$ cat config.mk
export PLATFORM = sky130hd
export DESIGN_NAME = fdnr_cfg
export DESIGN_NICKNAME = d
export VERILOG_FILES = /design/src/rtl/fdnr_pkg.sv /design/src/rtl/fdnr_cfg.sv
export SDC_FILE = /design/constraint.sdc
export NUM_CORES = 1
export LEC_CHECK = 0
export BUFFER_PORTS_ARGS = -buffer_cell sky130_fd_sc_hd__buf_2
export CELL_PAD_IN_SITES_DETAIL_PLACEMENT = 1
export CELL_PAD_IN_SITES_GLOBAL_PLACEMENT = 2
export CORE_MARGIN = 1.5
export CORE_UTILIZATION = 37
export CTS_CLUSTER_SIZE = 40
export DETAILED_ROUTE_END_ITERATION = 10
export PLACE_DENSITY = 0.83
export REMOVE_ABC_BUFFERS = 1
export SLEW_MARGIN = 25
export SYNTH_ARGS = -nofsm -noshare
export SYNTH_HDL_FRONTEND = slang
export SYNTH_SLANG_ARGS = --single-unit
$ cat constraint.sdc
create_clock -name clk_i -period 2.1 [get_ports clk_i]
set_input_delay 0.42 -clock clk_i [delete_from_list [all_inputs] [get_ports clk_i]]
set_output_delay 0.42 -clock clk_i [all_outputs]
set_load 0.02 [all_outputs]
$ cat src/rtl/fdnr_pkg.sv
// ----------------------------------------------------------------------------
// fdnr_pkg
// Shared constants, codes, control types and helper functions of the
// four-line feedback delay network reverb.
// ----------------------------------------------------------------------------
package fdnr_pkg;

  localparam int LINES       = 4;
  localparam int LINE_DEPTH  = 65536;
  localparam int CHANNELS    = 2;
  localparam int SAMPLE_W    = 16;

  localparam int POS_W       = $clog2(LINE_DEPTH);
  localparam int CH_W        = (CHANNELS > 1) ? $clog2(CHANNELS) : 1;
  localparam int LINE_W      = $clog2(LINES);
  localparam int MEM_DEPTH   = LINES * CHANNELS * LINE_DEPTH;
  localparam int ADDR_W      = $clog2(MEM_DEPTH);

  localparam int DELAY_W     = 16;
  localparam int GAIN_W      = 17;
  localparam int UNITY       = 32768;
  localparam int FRAC        = 15;
  localparam int DIFF_W      = SAMPLE_W + 1;
  localparam int WET_W       = DIFF_W + 3;
  localparam int OPA_W       = WET_W;
  localparam int PROD_W      = OPA_W + GAIN_W;
  localparam int ACC_W       = PROD_W + 1;
  localparam int SAT_IN_W    = SAMPLE_W + 8;

  localparam int CNT_W       = 3;
  localparam int CFG_IDX_W   = 3;
  localparam int CFG_DATA_W  = 32;

  localparam logic [DELAY_W-1:0]    DELAY_ONE_RST   = 16'd2880;
  localparam logic [DELAY_W-1:0]    DELAY_TWO_RST   = 16'd2544;
  localparam logic [DELAY_W-1:0]    DELAY_THREE_RST = 16'd2928;
  localparam logic [DELAY_W-1:0]    DELAY_FOUR_RST  = 16'd4656;
  localparam logic [CFG_DATA_W-1:0] GAINS_A_RST     = 32'h4CCD_2666;
  localparam logic [CFG_DATA_W-1:0] GAINS_B_RST     = 32'h3333_4000;
  localparam logic [DELAY_W-1:0]    MASTER_MIX_RST  = 16'd19661;

  typedef enum logic [CFG_IDX_W-1:0] {
    REG_DELAY_ONE   = 3'd0,
    REG_DELAY_TWO   = 3'd1,
    REG_DELAY_THREE = 3'd2,
    REG_DELAY_FOUR  = 3'd3,
    REG_GAINS_A     = 3'd4,
    REG_GAINS_B     = 3'd5,
    REG_MASTER_MIX  = 3'd6
  } cfg_reg_e;

  typedef enum logic [2:0] {
    ST_IDLE,
    ST_READ,
    ST_HADAMARD,
    ST_MAC,
    ST_MIX,
    ST_WRITE,
    ST_DONE
  } state_e;

  typedef enum logic [1:0] {
    MUL_TAP,
    MUL_DRY,
    MUL_WET
  } mul_sel_e;

  typedef struct packed {
    logic                    load_in;
    logic                    rd_en;
    logic                    wr_en;
    logic                    had_en;
    logic                    mul_en;
    mul_sel_e                mul_sel;
    logic                    acc_clr;
    logic                    acc_en;
    logic                    wet_en;
    logic                    y_en;
    logic                    out_load;
    logic [LINE_W-1:0]       line;
  } ctl_cmd_t;

  typedef struct packed {
    logic [LINES-1:0][POS_W-1:0]  delay;
    logic [LINES-1:0][GAIN_W-1:0] gain;
    logic [GAIN_W-1:0]            master;
  } cfg_t;

  function automatic logic [POS_W-1:0] clamp_delay(input logic [DELAY_W-1:0] d);
    logic [POS_W-1:0] r;
    if (d == '0) begin
      r = POS_W'(1);
    end else if (32'(d) > LINE_DEPTH - 1) begin
      r = POS_W'(LINE_DEPTH - 1);
    end else begin
      r = POS_W'(d);
    end
    return r;
  endfunction

  function automatic logic [GAIN_W-1:0] clamp_gain(input logic [DELAY_W-1:0] g);
    logic [GAIN_W-1:0] r;
    if (32'(g) > UNITY) begin
      r = GAIN_W'(UNITY);
    end else begin
      r = GAIN_W'(g);
    end
    return r;
  endfunction

  function automatic logic signed [SAMPLE_W-1:0] sat_sample(
    input logic signed [SAT_IN_W-1:0] v
  );
    logic signed [SAT_IN_W-1:0] hi;
    logic signed [SAT_IN_W-1:0] lo;
    logic signed [SAMPLE_W-1:0] r;
    hi = SAT_IN_W'((1 << (SAMPLE_W - 1)) - 1);
    lo = -hi - SAT_IN_W'(1);
    if (v > hi) begin
      r = hi[SAMPLE_W-1:0];
    end else if (v < lo) begin
      r = lo[SAMPLE_W-1:0];
    end else begin
      r = v[SAMPLE_W-1:0];
    end
    return r;
  endfunction

  function automatic logic [ADDR_W-1:0] mem_addr(
    input logic [LINE_W-1:0] line,
    input logic [CH_W-1:0]   ch,
    input logic [POS_W-1:0]  pos
  );
    int base;
    base = (int'(line) * CHANNELS + int'(ch)) * LINE_DEPTH + int'(pos);
    return ADDR_W'(base);
  endfunction

endpackage

$ cat src/rtl/fdnr_cfg.sv
// ----------------------------------------------------------------------------
// fdnr_cfg
// Configuration register file: delays, line gains and master mix, with
// clamping of out-of-range delays and gains.
// ----------------------------------------------------------------------------
module fdnr_cfg (
  input  logic                             clk_i,
  input  logic                             rst_ni,
  input  logic                             cfg_valid_i,
  output logic                             cfg_ready_o,
  input  logic [fdnr_pkg::CFG_IDX_W-1:0]   cfg_index_i,
  input  logic [fdnr_pkg::CFG_DATA_W-1:0]  cfg_data_i,
  output fdnr_pkg::cfg_t                   cfg_o
);

  logic [fdnr_pkg::DELAY_W-1:0]    delay_q [fdnr_pkg::LINES];
  logic [fdnr_pkg::DELAY_W-1:0]    delay_d [fdnr_pkg::LINES];
  logic [fdnr_pkg::CFG_DATA_W-1:0] gains_a_q, gains_a_d;
  logic [fdnr_pkg::CFG_DATA_W-1:0] gains_b_q, gains_b_d;
  logic [fdnr_pkg::DELAY_W-1:0]    master_q, master_d;
  fdnr_pkg::cfg_reg_e              reg_idx;

  assign cfg_ready_o = 1'b1;
  assign reg_idx     = fdnr_pkg::cfg_reg_e'(cfg_index_i);

  always_comb begin
    delay_d   = delay_q;
    gains_a_d = gains_a_q;
    gains_b_d = gains_b_q;
    master_d  = master_q;
    if (cfg_valid_i) begin
      unique case (reg_idx) inside
        fdnr_pkg::REG_DELAY_ONE, fdnr_pkg::REG_DELAY_TWO,
        fdnr_pkg::REG_DELAY_THREE, fdnr_pkg::REG_DELAY_FOUR: begin
          delay_d[cfg_index_i[fdnr_pkg::LINE_W-1:0]] = cfg_data_i[fdnr_pkg::DELAY_W-1:0];
        end
        fdnr_pkg::REG_GAINS_A: begin
          gains_a_d = cfg_data_i;
        end
        fdnr_pkg::REG_GAINS_B: begin
          gains_b_d = cfg_data_i;
        end
        fdnr_pkg::REG_MASTER_MIX: begin
          master_d = cfg_data_i[fdnr_pkg::DELAY_W-1:0];
        end
        default: begin
        end
      endcase
    end
  end

  always_ff @(posedge clk_i or negedge rst_ni) begin
    if (!rst_ni) begin
      delay_q[0] <= fdnr_pkg::DELAY_ONE_RST;
      delay_q[1] <= fdnr_pkg::DELAY_TWO_RST;
      delay_q[2] <= fdnr_pkg::DELAY_THREE_RST;
      delay_q[3] <= fdnr_pkg::DELAY_FOUR_RST;
      gains_a_q  <= fdnr_pkg::GAINS_A_RST;
      gains_b_q  <= fdnr_pkg::GAINS_B_RST;
      master_q   <= fdnr_pkg::MASTER_MIX_RST;
    end else begin
      delay_q    <= delay_d;
      gains_a_q  <= gains_a_d;
      gains_b_q  <= gains_b_d;
      master_q   <= master_d;
    end
  end

  always_comb begin
    for (int k = 0; k < fdnr_pkg::LINES; k++) begin
      cfg_o.delay[k] = fdnr_pkg::clamp_delay(delay_q[k]);
    end
    cfg_o.gain[0] = fdnr_pkg::clamp_gain(gains_a_q[15:0]);
    cfg_o.gain[1] = fdnr_pkg::clamp_gain(gains_a_q[31:16]);
    cfg_o.gain[2] = fdnr_pkg::clamp_gain(gains_b_q[15:0]);
    cfg_o.gain[3] = fdnr_pkg::clamp_gain(gains_b_q[31:16]);
    cfg_o.master  = fdnr_pkg::clamp_gain(master_q);
  end

endmodule

==> impl_results.md, run 1 <==
* Total GRT Usage at 0.185
* Critical Path RT at 1.68 ns
* Final ANT Viol Nets at 0
* Total Power at 0.00976 W
* Maximum clock path buffer count at 2
* Least-Margin Pin Slew at 0.675 ns
* Pleak at 3.74 nW
* Hold Crit Depth at 2
* Period utilization at 0.957
* Highest Clock Rate at 498 MHz
* First-pass GRT wire length at 25.3 mm
* Setup Skew at 0 ns
* Top cells by area, synth: dfrtp_1 35%, mux2_2 23%, dfstp_2 21%
* Adder-cell share of the synthesized area at 0
* #FFs+latches synth at 144
* Crit path from: delay_q[17]$_DFFE_PN0P_
* Worst-path fanout max at 3
* Pin count of the biggest net entering global routing at 47
* Sink Count at 144
* Yosys Warn Count at 0
* Hold EP: gains_a_q[16]$_DFFE_PN1P_
* Hold wc startpoint: cfg_data_i[16]
* Synth Area in XOR/XNOR at 0
* Seq/Total Area, Yosys at 0.565
* Pre-CTS setup slack at 0.239 ns
* Area after DPL at 0.00742 mm^2
* Initial Util at 0.377
* Gpl congestion at 0.773
* Mapped Area at 0.00650 mm^2
* Maximum vdd drop at 0.564 mV
* # rows at 48
* Count of cell types in the netlist at 20
* Startpoint Class: register
* Vias in the first global route at 4484
* Cell area after layout at 0.00811 mm^2
* Post-synthesis cell count at 486
* Outcome: complete, no violations
* Layout Cells excl Fill at 845
* Layout net count at 645
* Most common flop cell mapped by yosys: dfrtp_1
* Share of synthesized area spent on multiplexers at 0.255
* Hold Vio Cnt, Final at 0
* DP Cell Count at 812
* Drt wl/cell at 19.3 um
* Worst reg2reg path depth at 1
* Area growth syn-to-layout at 24.8%
* Skew-Pair Late Insertion Delay at 0.41 ns
* Residual DRC at 0
* H-tree Lvls at 4
* Worst min path class: input pin to register
* Top-area cell type share of the netlist area at 0.354
* R2r setup slk at 0.97 ns
* Die height at 136 um
* CTS tree: done
* R2r endpoint: gains_b_q[15]$_DFFE_PN0P_
* Main combinational cell family by area after synthesis: multiplexers
* Post-synth top area cell: dfrtp_1
* Critical R2R Launch: gains_b_q[15]$_DFFE_PN0P_
* Kind of critical path: register to output port
* Antenna violations before repair at 0
* Share of post-route cells with drive strength above 1 at 0.682
* Die X at 136 um
* Synth top cells by count: 130 x mux2_2, 92 x dfrtp_1, 75 x nor2b_1, 70 x clkbuf_1, 52 x dfstp_2
* Cell Pwr Density at 1200 mW/mm^2
* CTS Buf Count at 17
* Max Slew Vio Count at 0
* I/O Pins at 188
* Max-Cap Viols at 0
* Post-DP HPWL at 11.9 mm
* Period minus WS final at 2.01 ns
* Slew HR at 0.550
* CP Data Arrival Time at 1.59 ns
* Final WS setup at 0.0908 ns
* Detailed-route wire length at 16.3 mm
* Min Hold Slack at 0.249 ns
* Via count at 4079
* Worst Setup End Kind: output port
* Post-synthesis compound-gate area fraction at 0.00616
* Ant diodes at 0
* Mean Syn Cell Area at 13.4 um^2
* Avg Vias per Cell at 4.83
* Root Driver: clkbuf_16
* EDFF count, synth at 0
* Most frequent cell after synthesis: mux2_2
* Async set-reset flop share out of synthesis at 1.00
* Grt ovf at 0
* Iteration-0 DRC Markers at 127
* IO Port Bufs at 181
* Die area at 0.0184 mm^2
* Reg clk slew, reported paths at 0.06 ns
* Final setup fails at 0
* Core area at 0.0172 mm^2
* First-pass DRT Iterations at 4
* RSZ-0062 raised after global routing: false
* Simple-gate share of the synthesized area at 0.102
[cells by family (layout without fill, tap and decap cells)]
kind of cell,Yosys count,after routing
AO/OA/AOI/OAI,4,4
buffers and inverters,94,224
multiplexers,144,144
other,2,6
AND/OR/NAND/NOR,98,98
flip-flops,144,144
[what timing repair did]
| item | 4_1_cts | 5_1_grt |
|---|---|---|
| pin swaps | 0 | 1 |
| setup endpoints to repair | 4 | 4 |
| hold endpoints to repair | 31 | 0 |
| resized for setup | 9 | 6 |
| cloned | 0 | 0 |
| hold buffers | 1 | 0 |
| setup buffers | 0 | 1 |
[through the flow]
| step | TNS, ns | utilization |
|---|---|---|
| 5_1_grt | 0 | 0.471 |
| 4_1_cts | -0.0237 | 0.469 |
| 3_5_place_dp | 0 | 0.430 |
| 6_report | 0 | 0.471 |
| 2_1_floorplan | -83.09 | - |
| 3_3_place_gp | 0 | 0.430 |
[state kept, by name (all words and copies together), names as in the netlist]
name,count
master_q,16
gains_b_q,32
gains_a_q,32
delay_q,64
[metal layers]
layer / wire length [um] / GRT usage / up-vias
met5: 0 / 0 / -
met2: 8380 / 0.319 / 130
met4: 184 / 0.0544 / 0
met1: 6880 / 0.224 / 2102
met3: 894 / 0.0531 / 12
li1: - / - / 1835
[cells in the final DEF, fill, tap and decap left out, drive strengths merged]
cell	netlist	layout
nor3	4	4
nor4bb	3	3
mux2	144	144
a41o	4	4
buf	24	191
dfrtp	92	92
clkbuf	70	26
dlygate4sd3	0	1
conb	2	6
bufinv	0	3
nand4b	3	3
clkinv	0	2
nor4b	1	1
nor2b	75	75
dfstp	52	52
nor4	12	12
clkinvlp	0	1
[how the worst max path moves through the flow]
stage,endpoint,slack [ns],cells after the start
after floorplan,gains_a_q[13]$_DFFE_PN1P_,-2.08,2
after global routing,cfg_o[133],0.003,4
after CTS,cfg_o[133],-0.02,4
after detailed placement,master_q[4]$_DFFE_PN0P_,0.24,3
after global placement,cfg_o[133],0.27,4
final,cfg_o[117],0.09,3
[worst max-delay path, stage by stage (launching register included)]
cell	delay, ns
dfrtp_1	0.42
nor4_4	0.36
a41o_1	0.23
buf_2	0.17
[where the power goes]
group / switching, W / internal [W]
Combinational: 0.00150 / 0.00116
Clock: 0.00108 / 0.00193
Sequential: 0.000543 / 0.00355
Total: 0.00313 / 0.00664
[area by class of cell]
cell class	count	area, um^2
Clock inverter	6	108
Multi-Input combinational cell	252	2520
Fill cell	1805	9130
Tap cell	225	282
Timing Repair Buffer	192	1050
Sequential cell	144	3670
Clock buffer	26	479
No activity file was read; power rests on OpenSTA's default activity.
==> run 2: changes to the inputs <==
Settings changed: PLACE_DENSITY 0.83 to unset, PLACE_DENSITY_LB_ADDON set to 0.1.
==> impl_results.md, run 2 (synthesized netlist as in run 1, its figures left out) <==
* Outcome: complete, no violations
* Residual DRC at 0 (unchanged)
* Maximum clock path buffer count at 2 (unchanged)
* Post-DP HPWL at 11.3 mm (-5.1%)
* CTS tree: done
* Area growth syn-to-layout at 23.6%
* Pleak at 3.72 nW (-0.37%)
* Pin count of the biggest net entering global routing at 45 (-4.3%)
* Via count at 4026 (-1.3%)
* Maximum vdd drop at 0.592 mV (+5.0%)
* First-pass GRT wire length at 24.5 mm (-3.2%)
* Period minus WS final at 2.00 ns (-0.00808 ns)
* Setup Skew at 0 ns (unchanged)
* Biggest regs: delay_q: 64 flops, gains_a_q: 32 flops, gains_b_q: 32 flops
* I/O Pins at 188 (unchanged)
* Layout net count at 645 (unchanged)
* Vias in the first global route at 4297 (-4.2%)
* Worst reg2reg path depth at 1 (unchanged)
* Iteration-0 DRC Markers at 89 (-30%)
* Die X at 136 um (unchanged)
* CTS Buf Count at 17 (unchanged)
* IO Port Bufs at 181 (unchanged)
* Grt ovf at 0 (unchanged)
* Avg Vias per Cell at 4.76 (-1.3%)
* Layout Cells excl Fill at 845 (unchanged)
* Largest register FFs at 64 (unchanged)
* Sink Count at 144 (unchanged)
* Post-CTS Setup Bufs at 0 (unchanged)
* Hold Vio Cnt, Final at 0 (unchanged)
* Slew HR at 0.523 (-0.0273)
* Drt wl/cell at 18.7 um (-3.3%)
* Hold wc startpoint: cfg_data_i[29]
* Gpl congestion at 0.727 (-5.9%)
* Leading cell type in the layout, fill and taps excluded: buf_2
* Worst min path class: input pin to register
* Cell chain of the critical path: nor4_2, a41o_1, buf_2
* Highest Clock Rate at 500 MHz (+0.40%)
* Biggest register: delay_q
* Reg clk slew, reported paths at 0.06 ns (about the same)
* R2r setup slk at 0.95 ns (-0.02 ns)
* Core area at 0.0172 mm^2 (unchanged)
* R2r endpoint: gains_a_q[15]$_DFFE_PN0P_
* # rows at 48 (unchanged)
* Top cell family by delay on the critical path: flip-flops
* Antenna violations before repair at 0 (unchanged)
* Critical R2R Launch: gains_a_q[15]$_DFFE_PN0P_
* Root Driver: clkbuf_16
* Die area at 0.0184 mm^2 (unchanged)
* Most frequent cells in the layout: 180 x buf_2, 130 x mux2_2, 92 x dfrtp_1
* Critical Path RT at 1.68 ns (about the same)
* Detailed-route wire length at 15.8 mm (-3.3%)
* Max-Cap Viols at 0 (unchanged)
* CP Data Arrival Time at 1.58 ns (about the same)
* Startpoint Class: register
* Ant diodes at 0 (unchanged)
* Least-Margin Pin Slew at 0.716 ns (+0.0409 ns)
* Total Power at 0.00955 W (-2.2%)
* Number of fill cells at 1852 (+2.6%)
* Die height at 136 um (unchanged)
* Max Slew Vio Count at 0 (unchanged)
* Cell Pwr Density at 1190 mW/mm^2 (-1.2%)
* Largest stage delay, worst path at 0.40 ns (-0.02 ns)
* CP Buf/Inv Count at 1 (unchanged)
* Share of post-route cells with drive strength above 1 at 0.681 (-0.00161)
* DP Cell Count at 812 (unchanged)
* First-pass DRT Iterations at 4 (unchanged)
* Skew-Pair Late Insertion Delay at 0.41 ns (about the same)
* H-tree Lvls at 4 (unchanged)
* Initial Util at 0.377 (unchanged)
* Total GRT Usage at 0.179 (-0.00560)
* Final ANT Viol Nets at 0 (unchanged)
* Period utilization at 0.953 (-0.00385)
* Hold Crit Depth at 2 (unchanged)
* Worst Setup End Kind: output port
* RSZ-0062 raised after global routing: false
* Worst-path fanout max at 3 (unchanged)
* Final setup fails at 0 (unchanged)
* Critical-path top delay cell: dfrtp_1
* Fin util at 0.466 (-0.00450)
* Kind of critical path: register to output port
* Hold EP: gains_b_q[29]$_DFFE_PN1P_
## run 2: worst max path at each step
stage | startpoint | end | slack (ns) | cells past startpoint
final | delay_q[1]$_DFFE_PN0P_ | cfg_o[133] | 0.1 | 3
after global routing | gains_a_q[15]$_DFFE_PN0P_ | cfg_o[31] | 0.003 | 2
after CTS | delay_q[41]$_DFFE_PN0P_ | cfg_o[101] | 0.01 | 3
after detailed placement | cfg_index_i[0] | master_q[12]$_DFFE_PN0P_ | 0.24 | 3
after global placement | cfg_index_i[0] | master_q[1]$_DFFE_PN0P_ | 0.29 | 3
after floorplan | cfg_index_i[0] | gains_a_q[13]$_DFFE_PN1P_ | -2.08 | 2
## run 2: final cells by class
class | instances | area, um^2 | share of cell area
timing repair buffer | 192 | 1050 | 0.130
tap | 225 | 282 | 0.0350
multi-input combinational | 252 | 2470 | 0.307
sequential | 144 | 3670 | 0.457
clock inverter | 5 | 52.6 | 0.00654
clock buffer | 27 | 513 | 0.0639
## run 2: repair_timing
item                                    4_1_cts  5_1_grt
gates cloned                                  0        0
hold buffers                                  1        0
endpoints found under the hold margin        23        0
gates resized for setup                       5        1
endpoints found under the setup margin        4        1
## run 2: stage by stage
| step | setup TNS, ns | area, um^2 | hold WS [ns] | setup slack, ns |
|---|---|---|---|---|
| CTS | 0 | 8030 | 0.228 | 0.0115 |
| detailed placement | 0 | 7420 | 0.381 | 0.238 |
| global placement | 0 | 7420 | 0.375 | 0.295 |
| global route | 0 | 8030 | 0.236 | 0.00340 |
| finish | 0 | 8030 | 0.251 | 0.0988 |
| floorplan | -83.09 | 6060 | 0.124 | -2.08 |
## run 2: metal layers
| layer | track usage | wire length (um) |
|---|---|---|
| met1 | 0.230 | 6860 |
| met3 | 0.0494 | 928 |
| met4 | 0.0591 | 175 |
| met2 | 0.294 | 7840 |
| met5 | 0 | 0 |
## run 2: report_power, final
part / total (W) / internal [W] / switching [W]
Clock: 0.00288 / 0.00178 / 0.00109
Sequential: 0.00405 / 0.00355 / 0.000496
Combinational: 0.00263 / 0.00113 / 0.00149
