### src/rtl/fdnr_pkg.sv
// ----------------------------------------------------------------------------
// fdnr_pkg
// Shared constants, codes, control types and helper functions of the
// four-line feedback delay network reverb.
// ----------------------------------------------------------------------------
package fdnr_pkg;

  localparam int LINES       = 4;
  localparam int LINE_DEPTH  = 65536;
  localparam int CHANNELS    = 2;
  localparam int SAMPLE_W    = 16;

  localparam int POS_W       = $clog2(LINE_DEPTH);
  localparam int CH_W        = (CHANNELS > 1) ? $clog2(CHANNELS) : 1;
  localparam int LINE_W      = $clog2(LINES);
  localparam int MEM_DEPTH   = LINES * CHANNELS * LINE_DEPTH;
  localparam int ADDR_W      = $clog2(MEM_DEPTH);

  localparam int DELAY_W     = 16;
  localparam int GAIN_W      = 17;
  localparam int UNITY       = 32768;
  localparam int FRAC        = 15;
  localparam int DIFF_W      = SAMPLE_W + 1;
  localparam int WET_W       = DIFF_W + 3;
  localparam int OPA_W       = WET_W;
  localparam int PROD_W      = OPA_W + GAIN_W;
  localparam int ACC_W       = PROD_W + 1;
  localparam int SAT_IN_W    = SAMPLE_W + 8;

  localparam int CNT_W       = 3;
  localparam int CFG_IDX_W   = 3;
  localparam int CFG_DATA_W  = 32;

  localparam logic [DELAY_W-1:0]    DELAY_ONE_RST   = 16'd2880;
  localparam logic [DELAY_W-1:0]    DELAY_TWO_RST   = 16'd2544;
  localparam logic [DELAY_W-1:0]    DELAY_THREE_RST = 16'd2928;
  localparam logic [DELAY_W-1:0]    DELAY_FOUR_RST  = 16'd4656;
  localparam logic [CFG_DATA_W-1:0] GAINS_A_RST     = 32'h4CCD_2666;
  localparam logic [CFG_DATA_W-1:0] GAINS_B_RST     = 32'h3333_4000;
  localparam logic [DELAY_W-1:0]    MASTER_MIX_RST  = 16'd19661;

  typedef enum logic [CFG_IDX_W-1:0] {
    REG_DELAY_ONE   = 3'd0,
    REG_DELAY_TWO   = 3'd1,
    REG_DELAY_THREE = 3'd2,
    REG_DELAY_FOUR  = 3'd3,
    REG_GAINS_A     = 3'd4,
    REG_GAINS_B     = 3'd5,
    REG_MASTER_MIX  = 3'd6
  } cfg_reg_e;

  typedef enum logic [2:0] {
    ST_IDLE,
    ST_READ,
    ST_HADAMARD,
    ST_MAC,
    ST_MIX,
    ST_WRITE,
    ST_DONE
  } state_e;

  typedef enum logic [1:0] {
    MUL_TAP,
    MUL_DRY,
    MUL_WET
  } mul_sel_e;

  typedef struct packed {
    logic                    load_in;
    logic                    rd_en;
    logic                    wr_en;
    logic                    had_en;
    logic                    mul_en;
    mul_sel_e                mul_sel;
    logic                    acc_clr;
    logic                    acc_en;
    logic                    wet_en;
    logic                    y_en;
    logic                    out_load;
    logic [LINE_W-1:0]       line;
  } ctl_cmd_t;

  typedef struct packed {
    logic [LINES-1:0][POS_W-1:0]  delay;
    logic [LINES-1:0][GAIN_W-1:0] gain;
    logic [GAIN_W-1:0]            master;
  } cfg_t;

  function automatic logic [POS_W-1:0] clamp_delay(input logic [DELAY_W-1:0] d);
    logic [POS_W-1:0] r;
    if (d == '0) begin
      r = POS_W'(1);
    end else if (32'(d) > LINE_DEPTH - 1) begin
      r = POS_W'(LINE_DEPTH - 1);
    end else begin
      r = POS_W'(d);
    end
    return r;
  endfunction

  function automatic logic [GAIN_W-1:0] clamp_gain(input logic [DELAY_W-1:0] g);
    logic [GAIN_W-1:0] r;
    if (32'(g) > UNITY) begin
      r = GAIN_W'(UNITY);
    end else begin
      r = GAIN_W'(g);
    end
    return r;
  endfunction

  function automatic logic signed [SAMPLE_W-1:0] sat_sample(
    input logic signed [SAT_IN_W-1:0] v
  );
    logic signed [SAT_IN_W-1:0] hi;
    logic signed [SAT_IN_W-1:0] lo;
    logic signed [SAMPLE_W-1:0] r;
    hi = SAT_IN_W'((1 << (SAMPLE_W - 1)) - 1);
    lo = -hi - SAT_IN_W'(1);
    if (v > hi) begin
      r = hi[SAMPLE_W-1:0];
    end else if (v < lo) begin
      r = lo[SAMPLE_W-1:0];
    end else begin
      r = v[SAMPLE_W-1:0];
    end
    return r;
  endfunction

  function automatic logic [ADDR_W-1:0] mem_addr(
    input logic [LINE_W-1:0] line,
    input logic [CH_W-1:0]   ch,
    input logic [POS_W-1:0]  pos
  );
    int base;
    base = (int'(line) * CHANNELS + int'(ch)) * LINE_DEPTH + int'(pos);
    return ADDR_W'(base);
  endfunction

endpackage

### src/rtl/fdnr_ctrl.sv
// ----------------------------------------------------------------------------
// fdnr_ctrl
// Sequencer: steps one sample through tap reads, Hadamard mix, gain
// multiply-accumulate, dry/wet mix and line write-back; owns both handshakes.
// ----------------------------------------------------------------------------
module fdnr_ctrl (
  input  logic               clk_i,
  input  logic               rst_ni,
  input  logic               in_valid_i,
  output logic               in_ready_o,
  output logic               out_valid_o,
  input  logic               out_ready_i,
  output fdnr_pkg::ctl_cmd_t cmd_o
);

  localparam logic [fdnr_pkg::CNT_W-1:0] CNT_LAST = fdnr_pkg::CNT_W'(fdnr_pkg::LINES - 1);
  localparam logic [fdnr_pkg::CNT_W-1:0] CNT_TAIL = fdnr_pkg::CNT_W'(fdnr_pkg::LINES);

  fdnr_pkg::state_e              state_q, state_d;
  logic [fdnr_pkg::CNT_W-1:0]    cnt_q, cnt_d;
  logic                          out_valid_q, out_valid_d;
  fdnr_pkg::ctl_cmd_t            cmd;

  always_ff @(posedge clk_i or negedge rst_ni) begin
    if (!rst_ni) begin
      state_q     <= fdnr_pkg::ST_IDLE;
      cnt_q       <= '0;
      out_valid_q <= 1'b0;
    end else begin
      state_q     <= state_d;
      cnt_q       <= cnt_d;
      out_valid_q <= out_valid_d;
    end
  end

  always_comb begin
    state_d    = state_q;
    cnt_d      = cnt_q;
    cmd        = '0;
    cmd.line   = cnt_q[fdnr_pkg::LINE_W-1:0];
    in_ready_o = 1'b0;
    unique case (state_q)
      fdnr_pkg::ST_IDLE: begin
        in_ready_o = 1'b1;
        if (in_valid_i) begin
          cmd.load_in = 1'b1;
          cnt_d       = '0;
          state_d     = fdnr_pkg::ST_READ;
        end
      end
      fdnr_pkg::ST_READ: begin
        cmd.rd_en = (cnt_q < CNT_TAIL);
        if (cnt_q == CNT_TAIL) begin
          cnt_d   = '0;
          state_d = fdnr_pkg::ST_HADAMARD;
        end else begin
          cnt_d = cnt_q + 1'b1;
        end
      end
      fdnr_pkg::ST_HADAMARD: begin
        cmd.had_en  = 1'b1;
        cmd.acc_clr = 1'b1;
        state_d     = fdnr_pkg::ST_MAC;
      end
      fdnr_pkg::ST_MAC: begin
        cmd.mul_en  = (cnt_q < CNT_TAIL);
        cmd.mul_sel = fdnr_pkg::MUL_TAP;
        cmd.acc_en  = (cnt_q != '0);
        if (cnt_q == CNT_TAIL) begin
          cnt_d   = '0;
          state_d = fdnr_pkg::ST_MIX;
        end else begin
          cnt_d = cnt_q + 1'b1;
        end
      end
      fdnr_pkg::ST_MIX: begin
        cnt_d = cnt_q + 1'b1;
        case (cnt_q)
          3'd0: begin
            cmd.wet_en  = 1'b1;
            cmd.acc_clr = 1'b1;
            cmd.mul_en  = 1'b1;
            cmd.mul_sel = fdnr_pkg::MUL_DRY;
          end
          3'd1: begin
            cmd.mul_en  = 1'b1;
            cmd.mul_sel = fdnr_pkg::MUL_WET;
            cmd.acc_en  = 1'b1;
          end
          3'd2: begin
            cmd.acc_en = 1'b1;
          end
          default: begin
            cmd.y_en = 1'b1;
            cnt_d    = '0;
            state_d  = fdnr_pkg::ST_WRITE;
          end
        endcase
      end
      fdnr_pkg::ST_WRITE: begin
        cmd.wr_en = 1'b1;
        if (cnt_q == CNT_LAST) begin
          cnt_d   = '0;
          state_d = fdnr_pkg::ST_DONE;
        end else begin
          cnt_d = cnt_q + 1'b1;
        end
      end
      fdnr_pkg::ST_DONE: begin
        if (!out_valid_q || out_ready_i) begin
          cmd.out_load = 1'b1;
          state_d      = fdnr_pkg::ST_IDLE;
        end
      end
      default: begin
        state_d = fdnr_pkg::ST_IDLE;
      end
    endcase

    if (cmd.out_load) begin
      out_valid_d = 1'b1;
    end else if (out_ready_i) begin
      out_valid_d = 1'b0;
    end else begin
      out_valid_d = out_valid_q;
    end
  end

  assign cmd_o       = cmd;
  assign out_valid_o = out_valid_q;

`ifndef SYNTHESIS
  a_no_rd_wr_overlap: assert property (@(posedge clk_i) disable iff (!rst_ni)
    !(cmd.rd_en && cmd.wr_en))
    else $error("memory read and write issued together");

  a_load_only_when_free: assert property (@(posedge clk_i) disable iff (!rst_ni)
    cmd.out_load |-> (!out_valid_q || out_ready_i))
    else $error("output register overwritten while a result waits");

  a_accept_starts_read: assert property (@(posedge clk_i) disable iff (!rst_ni)
    (in_valid_i && in_ready_o) |=> (state_q == fdnr_pkg::ST_READ && cnt_q == '0))
    else $error("accepted sample did not start the tap reads");

  a_result_from_done: assert property (@(posedge clk_i) disable iff (!rst_ni)
    $rose(out_valid_q) |-> ($past(state_q) == fdnr_pkg::ST_DONE))
    else $error("result raised outside the final step");

  a_cnt_bound: assert property (@(posedge clk_i) disable iff (!rst_ni)
    cnt_q <= CNT_TAIL)
    else $error("step counter out of range");
`endif

endmodule

### config.mk
export PLATFORM = sky130hd
export DESIGN_NAME = fdnr_ctrl
export DESIGN_NICKNAME = d
export VERILOG_FILES = /design/src/rtl/fdnr_pkg.sv /design/src/rtl/fdnr_ctrl.sv
export SDC_FILE = /design/constraint.sdc
export NUM_CORES = 1
export LEC_CHECK = 0
export ABC_AREA = 1
export BUFFER_PORTS_ARGS = -buffer_cell sky130_fd_sc_hd__buf_2
export CAP_MARGIN = 30
export CORE_MARGIN = 4
export CORE_UTILIZATION = 50
export CTS_CLUSTER_SIZE = 12
export DETAILED_ROUTE_END_ITERATION = 10
export PLACE_DENSITY = 0.75
export SETUP_SLACK_MARGIN = 0.1
export SYNTH_ARGS = -nofsm -noshare
export SYNTH_HDL_FRONTEND = slang
export SYNTH_SLANG_ARGS = --single-unit
export TNS_END_PERCENT = 20
### constraint.sdc
create_clock -name clk_i -period 2.3 [get_ports clk_i]
set_input_delay 0.46 -clock clk_i [delete_from_list [all_inputs] [get_ports clk_i]]
set_output_delay 0.46 -clock clk_i [all_outputs]
set_load 0.01 [all_outputs]
==> results.ini, run 1 <==
[placed_design]
dp_cells=127
gp_congestion=0.837
io_buffers=19
place_hpwl_um=1230

[worst_setup_path]
path_delay_family=flip-flops
worstSetupPathType=register to output port
path_buf_inv=3
critical_path.startpoint_type=register
critPathCaptureType=output port
arrival_ps=1480
slowest_stage=dfrtp_1
slowest_delay_ps=440
cp_max_fo=7
cp_cell_sequence=inv_2 -> nand2_4 -> nor2_2 -> inv_1 -> o21ai_0 -> buf_2
crit_required_ps=1840

[routing]
wl_per_cell_um=11.4
ant_nets=0
drc=0
vias=667
first_pass_iters=4
vias_per_cell=5.09
routed_wl_um=1490
drt_iter0_markers=20

[logic_synthesis]
synth.most_common_cell=nand2_1
yosysUniqueCellTypes=20
yosysWarnings=0
synth_top_area_cell=dfrtp_1
yosysTopAreaCellShare_pct=26.5
synth_edf_count=0
synth.avg_cell_area_um2=6.75
syn_area_um2=662
postSynth.asyncResetShare_pct=100
syn_inst=98
synth_top_cells_by_count=nand2_1 (24), inv_1 (10), nor2_1 (10)
synthFlopType=dfrtp_1
netlist_top_cells_area=dfrtp_1 (26%), nand2_1 (14%), ha_1 (11%), inv_1 (5.7%), nor2_1 (5.7%)
seq_area_frac_synth_pct=26.5
synthesis.nets=108
synth_seq_cells=7

[global_route]
grt_overflow=0
grt_pass1_vias=633
antenna_found_initial=0
track_usage_pct=17.5
grt_pass1_wl_um=2580
grt_max_degree=9

[power_and_ir_drop]
combPwrFrac_pct=65.8
cell_internal_pwr_uw=507
p_clk_share_pct=10.0
seqPwrFrac_pct=24.2
switching_power_uw=597
p_leak_uw=0.000464
ir_drop_mv=0.722
p_per_area_nw_per_um2=1440
p_sw_share_pct=54.1

[clocking]
clk_pin_slew_ps=50
htreeDepth=1
ctsResizeCount=0
clock_path_buffers=2
cts_made_buffers=3
clock_latency_ps=250
cts.sinks=7
post-cts-setup-buffer-count=0
cts_hold_buf=0
root_buffer=clkbuf_4
cts_tree=done

[floorplan]
rows=12
core_area_um2=1170
io_pins=20
die_y_um=44.4
start_util_pct=56.5
dieWidth_um=44.4
dieArea_um2=1970

[timing]
finalSetupTns_ps=0
fin_skew_ps=1.60
fin_crit_sh_pct=84.4
tightest_slew_ps=305
fin_crit_ps=1940
finalSetupViolCount=0
hold_violations=0
slew_violations=0
grt_setup_unrepaired=no
maxSlewHeadroom_pct=79.7
clock.fmax_mhz=515

[outcome]
status=completed

[finish]
multi_input_area_um2=397
drive_above_1_share_pct=30.8
diodes=0
fillCellCount=113
fin_cells=131
syn_to_final_growth_pct=15.9
final-seq-area_um2=175
fin_nets=128

[flow_run]
cap_violations=0

[min_path]
hp-class=input pin to asynchronous set/reset pin

==> registers in the layout (all words and copies together) (netlist names) <==
register     flops
state_q          3
cnt_q            3
out_valid_o      1
==> worst paths after layout <==
check	slack (ps)	to	start	cells past startpoint
setup / recovery	360	cmd_o[5]	state_q[1]$_DFFE_PN0P_	6
hold / removal	30	state_q[1]$_DFFE_PN0P_	rst_ni	1
setup reg to reg	780	state_q[2]$_DFFE_PN0P_	cnt_q[0]$_DFFE_PN0P_	7
hold reg to reg	560	out_valid_o$_DFFE_PN0P_	out_valid_o$_DFFE_PN0P_	2
max in group asynchronous	2110	out_valid_o$_DFFE_PN0P_	rst_ni	1
min in group clk_i	430	out_valid_o$_DFFE_PN0P_	out_ready_i	2
==> metrics by stage <==
step	worst slack (ps)	power, uW	util (%)	cell area (um^2)	hold WS (ps)
after floorplan	722	815	-	662	164
after global placement	644	977	63.2	741	296
after detailed placement	636	992	63.2	741	303
after CTS	366	1110	65.5	767	32.4
after global routing	213	1230	65.5	767	22.5
final	360	1100	65.5	767	34.6
==> cells by family after synthesis <==
kind of cell,synth area share (%)
buffers and inverters,13.6
adder cells (fa/ha/maj),11.3
AO/OA/AOI/OAI,10.8
flip-flops,26.5
AND/OR/NAND/NOR,37.8
==> per-layer routing <==
metal	vias up	track usage [%]	wire, um
met3	2	3.25	133
li1	349	-	-
met2	24	27.9	699
met5	-	0	0
met1	292	22.6	652
met4	0	8.43	8
==> power groups by stage <==
| stage | Combinational (uW) | Sequential, uW | Clock, uW |
|---|---|---|---|
| after floorplan | 577 | 238 | 0 |
| after global placement | 712 | 264 | 0 |
| after detailed placement | 726 | 266 | 0 |
| after CTS | 730 | 264 | 114 |
| after global routing | 831 | 279 | 122 |
| final | 727 | 267 | 110 |
==> final cells by class <==
class,count,share of cell area [%]
well taps,14,2.28
inverters,15,7.34
multi-input cells,72,51.7
repair buffers,19,12.4
clock buffers,4,3.43
flip-flops and latches,7,22.8
==> cell usage in the layout (no fill, tap or decap) <==
master     n
nand3_2    1
nor2_4     1
nor2_2     1
dfrtp_1    7
nand2_1   24
clkbuf_1   1
clkbuf_4   3
nor3_1     2
nand3_1    6
inv_2      5
o22ai_1    1
nand2_4    1
a21oi_1    3
o21bai_1   2
inv_1     10
buf_2     19
nor2_1    10
ha_1       6
o21ai_0    7
nand2_2    5
nand4_1    2
(Power assumes the default switching activity.)
==> run 2: changes to the inputs <==
--- a/config.mk
+++ b/config.mk
@@ -9,10 +9,10 @@
 export BUFFER_PORTS_ARGS = -buffer_cell sky130_fd_sc_hd__buf_2
 export CAP_MARGIN = 30
 export CORE_MARGIN = 4
-export CORE_UTILIZATION = 50
+export CORE_UTILIZATION = 49
 export CTS_CLUSTER_SIZE = 12
 export DETAILED_ROUTE_END_ITERATION = 10
-export PLACE_DENSITY = 0.75
+export PLACE_DENSITY = 0.74
 export SETUP_SLACK_MARGIN = 0.1
 export SYNTH_ARGS = -nofsm -noshare
 export SYNTH_HDL_FRONTEND = slang
==> constraint.sdc (replaced) <==
create_clock -name clk_i -period 1.9 [get_ports clk_i]
set_input_delay 0.38 -clock clk_i [delete_from_list [all_inputs] [get_ports clk_i]]
set_output_delay 0.38 -clock clk_i [all_outputs]
set_load 0.01 [all_outputs]
==> run 2 against run 1 <==
Core utilization increased by 4.3 points. Die area increased by 1.7%. Highest routed layer unchanged. Setup slack got worse by 190 ps. Critical endpoint is now cmd_o[9].
==> results.ini, run 2 (synthesis results as in run 1) <==
[placed_design]
place_hpwl_um=1150
io_buffers=19
dpl-instance-area_um2=741
gp_congestion=0.872

[clocking]
cts.sinks=7
clock_path_buffers=2
cts_made_buffers=3
htreeDepth=1
clk_pin_slew_ps=50
cts_tree=done
root_buffer=clkbuf_4
clock_latency_ps=240

[global_route]
grt_pass1_wl_um=2480
grt_max_degree=9
grt_overflow=0
track_usage_pct=16.2
antenna_found_initial=0
grt_pass1_vias=599

[power_and_ir_drop]
p_leak_uw=0.000479
p_sw_share_pct=52.0
ir_drop_mv=0.918
seqPwrFrac_pct=24.1
p_clk_share_pct=9.1
cell_internal_pwr_uw=679
combPwrFrac_pct=66.9
p_per_area_nw_per_um2=1710
switching_power_uw=736

[worst_setup_path]
critical_path.startpoint_type=register
rr_startpoint=cnt_q[0]$_DFFE_PN0P_
rr_worst_depth=8
arrival_ps=1350
r2r_slack_ps=430
r2r_end=state_q[1]$_DFFE_PN0P_
critPathCaptureType=output port
worstSetupPathType=register to output port
cp_max_fo=6
cp-startpoint=state_q[2]$_DFFE_PN0P_
crit_required_ps=1520

[timing]
hold_violations=0
hold_slack_ps=355
fin_crit_sh_pct=91.1
clock.fmax_mhz=578
fin_crit_ps=1730
finalSetupViolCount=0
finalSetupTns_ps=0
grt_setup_unrepaired=yes
slew_violations=0
tightest_slew_ps=251
fin_skew_ps=0.238
maxSlewHeadroom_pct=83.3

[finish]
diodes=0
fin_nets=133
final_cell_mix=nand2_1 (23), buf_2 (19), nor2_1 (10), inv_1 (8)
final_common_cell=nand2_1
fillCellCount=102
drive_above_1_share_pct=41.0
design_area_um2=828
syn_to_final_growth_pct=25.1

[floorplan]
core_area_um2=1190
io_pins=20
dieWidth_um=44.8
die_y_um=44.8
dieArea_um2=2000
rows=12
start_util_pct=55.8

[min_path]
hold_path_startpoint=out_ready_i
hold_path_end=out_valid_o$_DFFE_PN0P_
hp-class=input pin to register
holdPathStages=2

[flow_run]
cap_violations=0

[routing]
ant_nets=0
vias_per_cell=4.89
wl_met3_um=112
first_pass_iters=4
wl_met2_um=598
routed_wl_um=1430
drt_iter0_markers=14
vias=665
wl_per_cell_um=10.5
drc=0
highest_layer=met4
wl_met1_um=697

[outcome]
status=completed

-- run 2: cell types whose count changed in the layout (fill, tap and decap cells not counted), sizes merged --
cell         before  now
buf              19   23
dlygate4sd3       0    1
-- run 2: area by class of cell --
cell class | count | area (um^2) | share of cell area [%]
well taps | 14 | 17.5 | 2.11
flip-flops and latches | 7 | 181 | 21.9
clock buffers | 4 | 26.3 | 3.17
repair buffers | 24 | 135 | 16.3
inverters | 15 | 58.8 | 7.10
multi-input cells | 72 | 409 | 49.4
-- run 2: worst max-delay path by stage --
| stage | endpoint | slack [ps] | cells after the start |
|---|---|---|---|
| CTS | cmd_o[5] | 110 | 6 |
| global route | cmd_o[9] | 80 | 6 |
| detailed placement | cmd_o[5] | 310 | 6 |
| finish | cmd_o[9] | 170 | 6 |
| global placement | cmd_o[5] | 310 | 6 |
| floorplan | cmd_o[6] | 400 | 4 |
-- run 2: metrics by stage --
step | std cells | power [uW] | utilization (%) | setup slack, ps
2_1_floorplan | 98 | 987 | - | 402
3_3_place_gp | 127 | 1180 | 62.4 | 314
3_5_place_dp | 127 | 1190 | 62.4 | 308
4_1_cts | 134 | 1360 | 67.1 | 110
5_1_grt | 136 | 1590 | 69.8 | 83.3
6_report | 136 | 1410 | 69.8 | 169
-- run 2: worst max-delay path, cell delays in order, from the launching register on --
cell     delay, ps
dfrtp_2        460
inv_2           90
nand2_2         70
inv_2          100
nand2_1         70
o22ai_1        160
buf_2          150
-- run 2: per-layer routing --
layer	GRT usage, %	up-vias
met5	0	-
met4	7.23	0
met3	3.59	4
met2	23.2	21
li1	-	360
met1	23.1	280
-- run 2: power by group through the flow --
stage          Combinational (uW)  Sequential (uW)  Clock, uW
2_1_floorplan                 698              289          0
3_3_place_gp                  860              320          0
3_5_place_dp                  861              325          0
4_1_cts                       902              326        135
5_1_grt                      1100              352        143
6_report                      946              340        128
-- run 2: repair_timing --
action / in CTS / in global routing
gates resized for setup: 3 / 10
hold endpoints to repair: 7 / 0
setup buffers: 2 / 2
endpoints found under the setup margin: 3 / 8
hold buffers: 1 / 0
